$ cat config.mk
export PLATFORM = sky130hd
export DESIGN_NAME = circular_mean_of_angles_top
export DESIGN_NICKNAME = d
export VERILOG_FILES = /design/src/hdl/cmoa_pkg.sv /design/src/hdl/circular_mean_of_angles_top.sv /design/src/hdl/cmoa_cordic.sv
export SDC_FILE = /design/constraint.sdc
export NUM_CORES = 2
export LEC_CHECK = 0
export ABC_AREA = 1
export ABC_CLOCK_PERIOD_IN_PS = 7400
export BUFFER_PORTS_ARGS = -buffer_cell sky130_fd_sc_hd__buf_2
export CAP_MARGIN = 30
export CELL_PAD_IN_SITES_DETAIL_PLACEMENT = 1
export CELL_PAD_IN_SITES_GLOBAL_PLACEMENT = 1
export CORE_ASPECT_RATIO = 1.1
export CORE_MARGIN = 3
export CORE_UTILIZATION = 35
export DETAILED_ROUTE_END_ITERATION = 8
export PLACE_DENSITY_LB_ADDON = 0.05
export SLEW_MARGIN = 10
export SYNTH_ARGS = -nofsm -noshare
export SYNTH_HDL_FRONTEND = slang
export SYNTH_SLANG_ARGS = --single-unit
$ cat constraint.sdc
create_clock -name clk -period 7.4 [get_ports clk]
set_input_delay 1.11 -clock clk [delete_from_list [all_inputs] [get_ports clk]]
set_output_delay 1.11 -clock clk [all_outputs]
set_load 0.1 [all_outputs]
$ cat src/hdl/cmoa_pkg.sv
// Shared types, constants and the arctangent table for the circular mean block.
package cmoa_pkg;

  // Datapath widths.
  localparam int XW           = 54;  // CORDIC x and y, large enough for sums scaled by 2^24
  localparam int ZW           = 27;  // CORDIC angle accumulator, degrees in Q16
  localparam int ANG_W        = 17;  // input angle after sign extension, 1/64 degree
  localparam int SC_W         = 16;  // one sine or cosine value, Q15
  localparam int SUM_W        = 27;  // running sums
  localparam int MEAN_W       = 15;  // result angle, 1/64 degree
  localparam int ATAN_ENTRIES = 24;
  localparam int IDX_W        = 5;   // index into the arctangent table

  typedef logic signed [XW-1:0]     vec_t;
  typedef logic signed [ZW-1:0]     ang_q16_t;
  typedef logic signed [ANG_W-1:0]  ang_t;
  typedef logic signed [SC_W-1:0]   q15_t;
  typedef logic signed [SUM_W-1:0]  sum_t;
  typedef logic signed [MEAN_W-1:0] mean_t;

  // Command from the sequencer to the shared CORDIC unit.
  typedef struct packed {
    logic start;
    logic vectoring;
  } cor_cmd_t;

  // Status from the shared CORDIC unit.
  typedef struct packed {
    logic busy;
    logic done;
  } cor_stat_t;

  // Angle constants in 1/64 degree.
  localparam ang_t FULL_TURN    = ANG_W'(23040);
  localparam ang_t HALF_TURN    = ANG_W'(11520);
  localparam ang_t QUARTER_TURN = ANG_W'(5760);

  // CORDIC constants.
  localparam vec_t     CORDIC_GAIN_Q30 = XW'(652032874);
  localparam ang_q16_t DEG90_Q16       = ZW'(5898240);

  // atan(2^-i) in degrees, Q16, rounded.
  function automatic ang_q16_t atan_q16(input logic [IDX_W-1:0] idx);
    ang_q16_t r;
    case (idx)
      5'd0:    r = ZW'(2949120);
      5'd1:    r = ZW'(1740967);
      5'd2:    r = ZW'(919879);
      5'd3:    r = ZW'(466945);
      5'd4:    r = ZW'(234379);
      5'd5:    r = ZW'(117304);
      5'd6:    r = ZW'(58666);
      5'd7:    r = ZW'(29335);
      5'd8:    r = ZW'(14668);
      5'd9:    r = ZW'(7334);
      5'd10:   r = ZW'(3667);
      5'd11:   r = ZW'(1833);
      5'd12:   r = ZW'(917);
      5'd13:   r = ZW'(458);
      5'd14:   r = ZW'(229);
      5'd15:   r = ZW'(115);
      5'd16:   r = ZW'(57);
      5'd17:   r = ZW'(29);
      5'd18:   r = ZW'(14);
      5'd19:   r = ZW'(7);
      5'd20:   r = ZW'(4);
      5'd21:   r = ZW'(2);
      5'd22:   r = ZW'(1);
      default: r = '0;
    endcase
    return r;
  endfunction

endpackage

$ cat src/hdl/circular_mean_of_angles_top.sv
// Each angle request passes through the shared CORDIC unit, which runs one micro-rotation per cycle,
// then a rounding step and an accumulate step. After a request flagged last, the mean follows the
// accumulate, the vectoring load, the CORDIC pass (skipped when both sums are zero), rounding and
// the output register. A new request is taken only once the previous one reaches its accumulate
// step; after the last of a set, none is taken until the mean has gone to the output register.
// Synchronous reset clears the sequencer, both running sums and the output valid flag.
module circular_mean_of_angles_top import cmoa_pkg::*; #(
  parameter int CORDIC_STEPS = 16
) (
  input  logic               clk,
  input  logic               rst,
  input  logic               angle_valid,
  output logic               angle_ready,
  input  logic signed [15:0] angle,
  input  logic               last,
  output logic               mean_valid,
  input  logic               mean_ready,
  output logic signed [14:0] mean_angle
);

  localparam int NUM_STEPS = (CORDIC_STEPS > ATAN_ENTRIES) ? ATAN_ENTRIES : CORDIC_STEPS;

  typedef enum logic [5:0] {
    S_IDLE  = 6'b000001,
    S_ROT   = 6'b000010,
    S_ACC   = 6'b000100,
    S_VLOAD = 6'b001000,
    S_VRUN  = 6'b010000,
    S_EMIT  = 6'b100000
  } state_t;

  state_t state;
  sum_t   sine_sum;
  sum_t   cosine_sum;
  logic   flip;
  logic   last_item;
  q15_t   sine_val;
  q15_t   cosine_val;
  mean_t  result;

  logic      accept;
  ang_t      ang_ext;
  ang_t      ang_wrap;
  ang_t      ang_fold;
  logic      fold_flip;
  cor_cmd_t  cor_cmd;
  cor_stat_t cor_stat;
  vec_t      cor_x_init;
  vec_t      cor_y_init;
  ang_q16_t  cor_z_init;
  vec_t      cor_x;
  vec_t      cor_y;
  ang_q16_t  cor_z;
  q15_t      sine_rnd;
  q15_t      cosine_rnd;
  sum_t      sine_sum_next;
  sum_t      cosine_sum_next;
  logic signed [SUM_W:0] vx;
  logic signed [SUM_W:0] vy;
  logic signed [SUM_W:0] vx_turn;
  logic signed [SUM_W:0] vy_turn;
  ang_q16_t  vz_init;
  logic      sums_zero;
  mean_t     mean_rnd;

  // Round a Q30 CORDIC output to Q15 and clamp to the symmetric range.
  function automatic q15_t round_q15(input vec_t v);
    vec_t r;
    q15_t q;
    r = (v + XW'(16384)) >>> 15;
    if (r > XW'(32767)) begin
      q = SC_W'(32767);
    end else if (r < -XW'(32767)) begin
      q = -SC_W'(32767);
    end else begin
      q = SC_W'(r);
    end
    return q;
  endfunction

  // Add one sample to a running sum, saturating at the sum limits.
  function automatic sum_t sat_add(input sum_t s, input q15_t v);
    logic signed [SUM_W:0] t;
    sum_t r;
    t = (SUM_W+1)'(s) + (SUM_W+1)'(v);
    if (t[SUM_W] != t[SUM_W-1]) begin
      r = t[SUM_W] ? {1'b1, {(SUM_W-1){1'b0}}} : {1'b0, {(SUM_W-1){1'b1}}};
    end else begin
      r = t[SUM_W-1:0];
    end
    return r;
  endfunction

  assign angle_ready = (state == S_IDLE) || (state == S_ACC && !last_item);
  assign accept      = angle_valid && angle_ready;

  // Fold the input angle into (-180, 180] and then into [-90, 90].
  always_comb begin
    ang_ext = ANG_W'(angle);
    if (ang_ext > HALF_TURN) begin
      ang_wrap = ang_ext - FULL_TURN;
    end else if (ang_ext <= -HALF_TURN) begin
      ang_wrap = ang_ext + FULL_TURN;
    end else begin
      ang_wrap = ang_ext;
    end
    fold_flip = 1'b0;
    if (ang_wrap > QUARTER_TURN) begin
      ang_fold  = ang_wrap - HALF_TURN;
      fold_flip = 1'b1;
    end else if (ang_wrap < -QUARTER_TURN) begin
      ang_fold  = ang_wrap + HALF_TURN;
      fold_flip = 1'b1;
    end else begin
      ang_fold = ang_wrap;
    end
  end

  // Vectoring start: a vector in the left half plane is turned by 90 degrees first.
  always_comb begin
    vx        = (SUM_W+1)'(cosine_sum);
    vy        = (SUM_W+1)'(sine_sum);
    sums_zero = (sine_sum == '0) && (cosine_sum == '0);
    if (vx[SUM_W]) begin
      if (!vy[SUM_W]) begin
        vx_turn = vy;
        vy_turn = -vx;
        vz_init = DEG90_Q16;
      end else begin
        vx_turn = -vy;
        vy_turn = vx;
        vz_init = -DEG90_Q16;
      end
    end else begin
      vx_turn = vx;
      vy_turn = vy;
      vz_init = '0;
    end
  end

  // Command and start values for the shared CORDIC unit.
  always_comb begin
    cor_cmd.start     = accept || (state == S_VLOAD && !sums_zero);
    cor_cmd.vectoring = (state == S_VLOAD);
    if (state == S_VLOAD) begin
      cor_x_init = XW'(vx_turn) <<< 24;
      cor_y_init = XW'(vy_turn) <<< 24;
      cor_z_init = vz_init;
    end else begin
      cor_x_init = CORDIC_GAIN_Q30;
      cor_y_init = '0;
      cor_z_init = ZW'(ang_fold) <<< 10;
    end
  end

  cmoa_cordic #(
    .NUM_STEPS(NUM_STEPS)
  ) u_cordic (
    .clk    (clk),
    .rst    (rst),
    .cmd    (cor_cmd),
    .x_init (cor_x_init),
    .y_init (cor_y_init),
    .z_init (cor_z_init),
    .stat   (cor_stat),
    .x      (cor_x),
    .y      (cor_y),
    .z      (cor_z)
  );

  // Rounding of the CORDIC results and the saturating sums.
  always_comb begin
    sine_rnd        = round_q15(cor_y);
    cosine_rnd      = round_q15(cor_x);
    sine_sum_next   = sat_add(sine_sum, sine_val);
    cosine_sum_next = sat_add(cosine_sum, cosine_val);
    begin
      logic signed [ZW:0] zr;
      zr = (ZW+1)'(cor_z) + (ZW+1)'(512);
      zr = zr >>> 10;
      if (zr > (ZW+1)'(11520)) begin
        mean_rnd = MEAN_W'(11520);
      end else if (zr < -(ZW+1)'(11520)) begin
        mean_rnd = -MEAN_W'(11520);
      end else begin
        mean_rnd = MEAN_W'(zr);
      end
    end
  end

  // Sequencer, running sums and output register.
  always_ff @(posedge clk) begin
    if (rst) begin
      state      <= S_IDLE;
      sine_sum   <= '0;
      cosine_sum <= '0;
      mean_valid <= 1'b0;
    end else begin
      // The output valid rises when a mean is handed over and drops when it is taken.
      if (state == S_EMIT && (!mean_valid || mean_ready)) begin
        mean_valid <= 1'b1;
      end else if (mean_valid && mean_ready) begin
        mean_valid <= 1'b0;
      end
      case (state)
        S_IDLE: begin
          if (accept) begin
            state <= S_ROT;
          end
        end
        S_ROT: begin
          if (cor_stat.done) begin
            state <= S_ACC;
          end
        end
        S_ACC: begin
          sine_sum   <= sine_sum_next;
          cosine_sum <= cosine_sum_next;
          if (last_item) begin
            state <= S_VLOAD;
          end else if (accept) begin
            state <= S_ROT;
          end else begin
            state <= S_IDLE;
          end
        end
        S_VLOAD: begin
          sine_sum   <= '0;
          cosine_sum <= '0;
          state      <= sums_zero ? S_EMIT : S_VRUN;
        end
        S_VRUN: begin
          if (cor_stat.done) begin
            state <= S_EMIT;
          end
        end
        S_EMIT: begin
          if (!mean_valid || mean_ready) begin
            state <= S_IDLE;
          end
        end
        default: begin
          state <= S_IDLE;
        end
      endcase
    end
  end

  // Payload registers.
  always_ff @(posedge clk) begin
    if (accept) begin
      flip      <= fold_flip;
      last_item <= last;
    end
    if (state == S_ROT && cor_stat.done) begin
      sine_val   <= flip ? -sine_rnd : sine_rnd;
      cosine_val <= flip ? -cosine_rnd : cosine_rnd;
    end
    if (state == S_VLOAD) begin
      result <= '0;
    end else if (state == S_VRUN && cor_stat.done) begin
      result <= mean_rnd;
    end
    if (state == S_EMIT && (!mean_valid || mean_ready)) begin
      mean_angle <= result;
    end
  end

  // An accepted angle always starts a rotation pass.
  a_accept_rot: assert property (@(posedge clk) disable iff (rst)
    accept |=> state == S_ROT && cor_stat.busy)
    else $error("accepted angle did not start a rotation");

  // The sums are cleared once a set has been handed to the vectoring pass.
  a_sums_cleared: assert property (@(posedge clk) disable iff (rst)
    state == S_VLOAD |=> sine_sum == '0 && cosine_sum == '0)
    else $error("sums not cleared after last angle");

  // The shared unit is never busy while a new angle may be taken.
  a_ready_idle_unit: assert property (@(posedge clk) disable iff (rst)
    angle_ready |-> !cor_stat.busy)
    else $error("ready while cordic busy");

  // The mean stays within half a turn.
  a_mean_range: assert property (@(posedge clk) disable iff (rst)
    mean_valid |-> mean_angle >= -15'sd11520 && mean_angle <= 15'sd11520)
    else $error("mean angle out of range");

endmodule

$ cat src/hdl/cmoa_cordic.sv
// Shared iterative CORDIC unit, one micro-rotation per cycle, rotation or vectoring mode.
module cmoa_cordic import cmoa_pkg::*; #(
  parameter int NUM_STEPS = 16
) (
  input  logic      clk,
  input  logic      rst,
  input  cor_cmd_t  cmd,
  input  vec_t      x_init,
  input  vec_t      y_init,
  input  ang_q16_t  z_init,
  output cor_stat_t stat,
  output vec_t      x,
  output vec_t      y,
  output ang_q16_t  z
);

  localparam logic [IDX_W-1:0] LAST_STEP = IDX_W'(NUM_STEPS - 1);

  logic             running;
  logic             done;
  logic             vectoring;
  logic [IDX_W-1:0] step;

  vec_t     x_sh;
  vec_t     y_sh;
  ang_q16_t atan_step;
  logic     turn_pos;
  vec_t     x_next;
  vec_t     y_next;
  ang_q16_t z_next;

  // One micro-rotation: the direction follows z in rotation mode and y in vectoring mode.
  always_comb begin
    x_sh      = x >>> step;
    y_sh      = y >>> step;
    atan_step = atan_q16(step);
    turn_pos  = vectoring ? y[XW-1] : ~z[ZW-1];
    if (turn_pos) begin
      x_next = x - y_sh;
      y_next = y + x_sh;
      z_next = z - atan_step;
    end else begin
      x_next = x + y_sh;
      y_next = y - x_sh;
      z_next = z + atan_step;
    end
  end

  // Step counter and completion flag.
  always_ff @(posedge clk) begin
    if (rst) begin
      running <= 1'b0;
      done    <= 1'b0;
      step    <= '0;
    end else begin
      done <= 1'b0;
      if (cmd.start) begin
        running <= 1'b1;
        step    <= '0;
      end else if (running) begin
        step <= step + 1'b1;
        if (step == LAST_STEP) begin
          running <= 1'b0;
          done    <= 1'b1;
        end
      end
    end
  end

  // Working registers.
  always_ff @(posedge clk) begin
    if (cmd.start) begin
      x         <= x_init;
      y         <= y_init;
      z         <= z_init;
      vectoring <= cmd.vectoring;
    end else if (running) begin
      x <= x_next;
      y <= y_next;
      z <= z_next;
    end
  end

  assign stat.busy = running;
  assign stat.done = done;

  // A new pass never starts on top of one in progress.
  a_no_restart: assert property (@(posedge clk) disable iff (rst)
    cmd.start |-> !running)
    else $error("cordic started while busy");

  // Completion is flagged in the cycle after the last micro-rotation.
  a_done_after_last: assert property (@(posedge clk) disable iff (rst)
    running && !cmd.start && step == LAST_STEP |=> done && !running)
    else $error("cordic did not complete after its last step");

  // Completion is only flagged once the unit has stopped.
  a_done_idle: assert property (@(posedge clk) disable iff (rst)
    done |-> !running && $past(running))
    else $error("cordic done without a finished pass");

endmodule
# Word-level counts from Yosys, hierarchy flattened
# Memories as Yosys holds them, arrays and structs flattened. A register that Yosys moved wholly into a read port is not among the register bits.
# Cells that the tools add are included.
dict set report totals {
  rom_bits 704
  mem_count 1
  register_bits 268
  inputBits 21
}
dict set report op_classes {
  n_eq_ne 13
  n_lt_le_gt_ge 10
  n_shift 2
  muxes 54
  n_bitwise 2
  addsub 20
  reduce_logical 22
}
# name depth word_bits read_ports rd_clocked_by_memory_dff write_ports line
set mem_list {}
lappend mem_list {{(name not given)} 32 22 1 1 0 cmoa_pkg.sv:45} ;# case (idx)
# cell count
set ops {}
lappend ops {{54-bit two-way mux} 8}
lappend ops {{27-bit two-way mux} 10}
lappend ops {{28-bit two-way mux} 4}
lappend ops {{54-bit by 16-bit adder with 54-bit output (second input constant)} 2}
lappend ops {{54-bit adder} 2}
lappend ops {{27-bit case mux with 2 select lines} 2}
lappend ops {{54-bit by 5-bit >>> shifter with 54-bit output} 2}
lappend ops {{54-bit subtractor} 2}
lappend ops {{16-bit two-way mux} 6}
lappend ops {{39-bit by 16-bit > comparator with 1-bit output (second input constant)} 2}
lappend ops {{39-bit by 16-bit less-than comparator with 1-bit output (second input constant)} 2}
lappend ops {{17-bit two-way mux} 4}
lappend ops {{27-bit by 16-bit adder with 28-bit output} 2}
lappend ops {{27-bit negator with 28-bit output} 2}
lappend ops {{27-bit logical NOT} 2}
lappend ops {{6-bit case mux with 6 select lines} 1}
lappend ops {{16-bit negator} 2}
lappend ops {{15-bit two-way mux} 2}
lappend ops {{6-bit two-way mux} 5}
lappend ops {{27-bit by 11-bit adder with 28-bit output (second input constant)} 1}
lappend ops {{27-bit adder} 1}
lappend ops {{27-bit subtractor} 1}
lappend ops {{18-bit by 15-bit > comparator with 1-bit output (second input constant)} 1}
lappend ops {{18-bit by 15-bit less-than comparator with 1-bit output (second input constant)} 1}
lappend ops {{other kinds (31)} 56}

# Longest topological paths before layout
dict set report logic_depth {
  word_depth 8
  ltp_mapped 40
  mapped_depth_nobuf 38
}

# By module
# A second synthesis with hierarchy kept.
dict set report unflattened {
  hier_cells 7028
  area_unflattened_um2 41230.8
}
# module area_per_inst_um2 instances cells_per_inst
set by_module_without_submodules {}
lappend by_module_without_submodules {cmoa_cordic 26399.1 1 4461}
lappend by_module_without_submodules {circular_mean_of_angles_top 14831.7 1 2567}

# Worst setup path before layout
# No wires, ideal clock.
dict set report synth_timing {
  path_type {register -> register}
  start {register state[2]}
  end {register u_cordic.x[0] (enable)}
  period_less_slack_ns 5.845
  setup_slack_ns 1.555
  setup_ns 0.499
  stages_incl_launch_ff 12
  required_ns 6.901
  arrival_ns 5.346
  path_cell_list {dfxtp_1 nor2_1 inv_1 nor4_1 inv_1 nand2_1 nand2_1 nand2_2 inv_2 clkbuf_1 clkbuf_1 nand2_1}
}
dict set report synth_between {
  elab_chain_cells 6
  word_cells_on_any_way 9
}
# item line
set synth_lines {}
lappend synth_lines {{start: declaration} circular_mean_of_angles_top.sv:32} ;# state_t state;
lappend synth_lines {{start signal: assignment} circular_mean_of_angles_top.sv:230} ;# state <= sums_zero ? S_EMIT : S_VRUN;
lappend synth_lines {{6-bit by 3-bit == test with 1-bit output} circular_mean_of_angles_top.sv:94} ;# assign angle_ready = (state == S_IDLE) || (state == S_ACC && !last_item);
lappend synth_lines {{1-bit logical AND} circular_mean_of_angles_top.sv:94}
lappend synth_lines {{1-bit logical OR *} circular_mean_of_angles_top.sv:94}
lappend synth_lines {{named net angle_ready} circular_mean_of_angles_top.sv:13} ;# output logic angle_ready,
lappend synth_lines {{1-bit logical AND *} circular_mean_of_angles_top.sv:95} ;# assign accept = angle_valid && angle_ready;
lappend synth_lines {{1-bit logical OR *} circular_mean_of_angles_top.sv:143} ;# cor_cmd.start = accept || (state == S_VLOAD && !sums_zero);
lappend synth_lines {{2-bit nonzero test (no line) *} n/a}
lappend synth_lines {{end signal: assignment} cmoa_cordic.sv:73} ;# x <= x_init;
lappend synth_lines {{end signal: assignment} cmoa_cordic.sv:78} ;# x <= x_next;
lappend synth_lines {{end: declaration} cmoa_cordic.sv:12} ;# output vec_t x,
# The timed path passes the listed nets; every way through them passes the cells marked *.
# A chain may end at the register's enable or synchronous reset.

# Final worst setup path
dict set report layout_timing {
  start {register u_cordic.step[1]}
  end {register u_cordic.x[39], data pin}
}
dict set report layout_between {
  elab_chain_cells 5
  word_cells_on_any_way 6
}
# item line
set layout_lines {}
lappend layout_lines {{start: declaration} cmoa_cordic.sv:22} ;# logic [IDX_W-1:0] step;
lappend layout_lines {{start signal: assignment} cmoa_cordic.sv:61} ;# step <= step + 1'b1;
lappend layout_lines {{54-bit by 5-bit >>> shifter with 54-bit output *} cmoa_cordic.sv:35} ;# y_sh = y >>> step;
lappend layout_lines {{54-bit adder / 54-bit subtractor (equally long branches)} {cmoa_cordic.sv:43, cmoa_cordic.sv:39}}
lappend layout_lines {{54-bit two-way mux *} cmoa_cordic.sv:38} ;# if (turn_pos) begin
lappend layout_lines {{54-bit two-way mux *} cmoa_cordic.sv:77} ;# end else if (running) begin
lappend layout_lines {{54-bit two-way mux *} cmoa_cordic.sv:72} ;# if (cmd.start) begin
# Mark *: on every way between the ends. The rest lies on a longest branch, timed or not. The select of a mux whose other input is x is not followed.

==> results.tsv <==
metric	value	unit
cts_tree	done	
initial_core_util	0.353	
drive_gt1_frac	0.0526	
syn_nets	6610	
portBuffers	37	
core.rowCount	126	
endpoint_kind	register	
p_per_area	552	nW/um^2
syn_area_per_cell	5.96	um^2
ir_worst_vdd	199	uV
path_max_fanout	69	
final_common_cell	nand2_1	
gr-usage-met2	0.532	
setup_tns	0	ns
slowest_delay	0.68	ns
final_cell_mix	nand2_1 (1902), nor2_1 (724), inv_1 (624)	
cts.sinks	290	
cap_viol_max_count	0	
antenna_found_initial	4	
finalSetupViolations	0	
hold_buffers	0	
ys_seq_area_frac	0.202	
clk_pin_slew_worst_paths	0.06	ns
grt.busiest_layer	met2	
dr.first_iter.drc_count	3110	
timing.final.crit_period	6.80	ns
core-area	107000	um^2
yosysWarnings	0	
grt_use_met1	0.408	
fin_crit_sh	0.919	
grt_pass1_vias	42500	
final_max_slew_viol_count	0	
timing.slew.headroom	0.219	
die_x	320	um
grt_max_degree	84	
die_area	112000	um^2
cts.path.max_buffers	3	
cts_htree_levels	2	
die_h	351	um
rsz0062_at_grt	no	
worst_pin_slew	1.16	ns
grt_pass1_wl	269000	um
synth_ff_type	edfxtp_1	
worst_ep_arrival_time	7.11	ns
grtUsageMet3	0.0312	
stdcell_area	40900	um^2
vias_per_cell	5.54	
startpoint_type	register	
crit_slowest_cell	nor4_1	
cts_inserted_buffers	40	
synthesis.area	37900	um^2
dr.pass1.iters	5	
root_buffer	clkbuf_16	
clock.fmax	147	MHz
syn_to_final_growth	7.91	%
drc	0	
worstSetupPathType	register to register	
synth_edf_count	185	
fillers	14500	
post-dp-hpwl	146000	um
wl_per_cell	23.2	um
ioPinCount	38	
dpl-instance-area	39500	um^2
postRouteWirelength	180000	um
grt_overflow	0	
track_usage	0.311	
p_leak	0.0186	uW
status	finished, final reports clean	
post-route-util	0.381	
holdCritPathClass	register to register	
nets	6559	
num_vias	43000	
holdWs	0.433	ns
fin_worst_skew	0.0218	ns
cp_common_cell	nand2_1	
synth-async-reset-ratio	0	
ys_types	69	
clk_latency	0.62	ns
ant_nets	0	
place_congestion	1.00	
hold_viol	0	
syn_inst	6370	
synth-seq-cells	290	
cp.required	7.72	ns
## worst paths after layout
path	slack [ns]	from	endpoint	depth (start not counted)
worst max-delay path	0.60	u_cordic.step[1]	u_cordic.x[39]	30
worst min-delay path	0.43	result[4]	mean_angle[4]	0
worst max register to register	0.60	u_cordic.step[1]	u_cordic.x[39]	30
worst min register to register	0.43	result[4]	mean_angle[4]	0
## cells by family after synthesis
| group | after synthesis | share of synthesized area |
|---|---|---|
| AO/OA/AOI/OAI | 1320 | 0.191 |
| buffers and inverters | 851 | 0.0908 |
| XOR/XNOR | 268 | 0.0619 |
| AND/OR/NAND/NOR | 3390 | 0.373 |
| adder cells (fa/ha/maj) | 219 | 0.0732 |
| multiplexers | 32 | 0.00844 |
| flip-flops | 290 | 0.202 |
## flip-flops by register name (all words and copies together), names as in the netlist, 5 cells and up
signal,count
cosine_sum,27
cosine_val,16
mean_angle,15
result,15
sine_sum,27
sine_val,16
state,6
u_cordic.atan_step,22
u_cordic.step,5
u_cordic.x,54
u_cordic.y,54
u_cordic.z,27
## cell type report
type | count | area (um^2) | area share
Sequential cell | 290 | 7670 | 0.187
Clock inverter | 21 | 203 | 0.00495
Tap cell | 1408 | 1760 | 0.0430
Multi-Input combinational cell | 5229 | 26900 | 0.656
Inverter | 638 | 2400 | 0.0587
Antenna cell | 3 | 7.51 | 0.000183
Timing Repair Buffer | 120 | 866 | 0.0211
Clock buffer | 52 | 1160 | 0.0284
## per-stage QoR
step | total power, uW | cells | setup WS [ns]
global placement | 20100 | 7678 | 0.739
detailed placement | 20300 | 7681 | 0.623
floorplan | 14400 | 6370 | 1.56
CTS | 22500 | 7754 | 0.588
global route | 24600 | 7758 | 0.140
finish | 22600 | 7761 | 0.602
## power breakdown
group,internal [uW],total (uW),switching [uW]
clock network,1190,2070,884
registers,2630,3700,1070
logic,5300,16800,11500
total,9120,22600,13500
## critical path: cells and delay by family, from the launching register on
kind	cells	cell delay [ns]
simple gates	18	2.47
compound gates	7	1.84
buf+inv	3	1.07
fa+ha+maj	1	0.38
flops	1	0.35
mux	1	0.34
## Yosys cell counts, drive strengths merged (9+ instances only)
master	instances	area, um^2
mux2i	32	320
clkbuf	99	374
o211ai	57	428
buf	114	672
xor2	182	1590
ha	214	2680
edfxtp	185	5560
nor3	82	427
or2	54	338
a21o	14	105
inv	636	2390
o22ai	20	125
nor4	20	125
o21a	40	300
a21oi	472	2370
dfxtp	105	2100
and2	9	57.6
xnor2	86	753
nor2	766	3060
o221ai	17	149
o21bai	15	113
o21ai	602	3040
nand2	1931	7330
a31oi	33	206
nand4	78	494
o31ai	18	135
nand3	436	2210
## per-layer routing
| metal | part of all wire | wire length [um] |
|---|---|---|
| met5 | 0.000072 | 13 |
| met4 | 0.042 | 7470 |
| met3 | 0.046 | 8200 |
| met2 | 0.46 | 83400 |
| met1 | 0.45 | 80700 |
## repair_timing
item	in CTS	in global routing
hold endpoints to repair	0	0
setup buffers	0	1
setup endpoints to repair	0	3
gates resized for setup	0	1
Power figures use the tool's default switching activity.
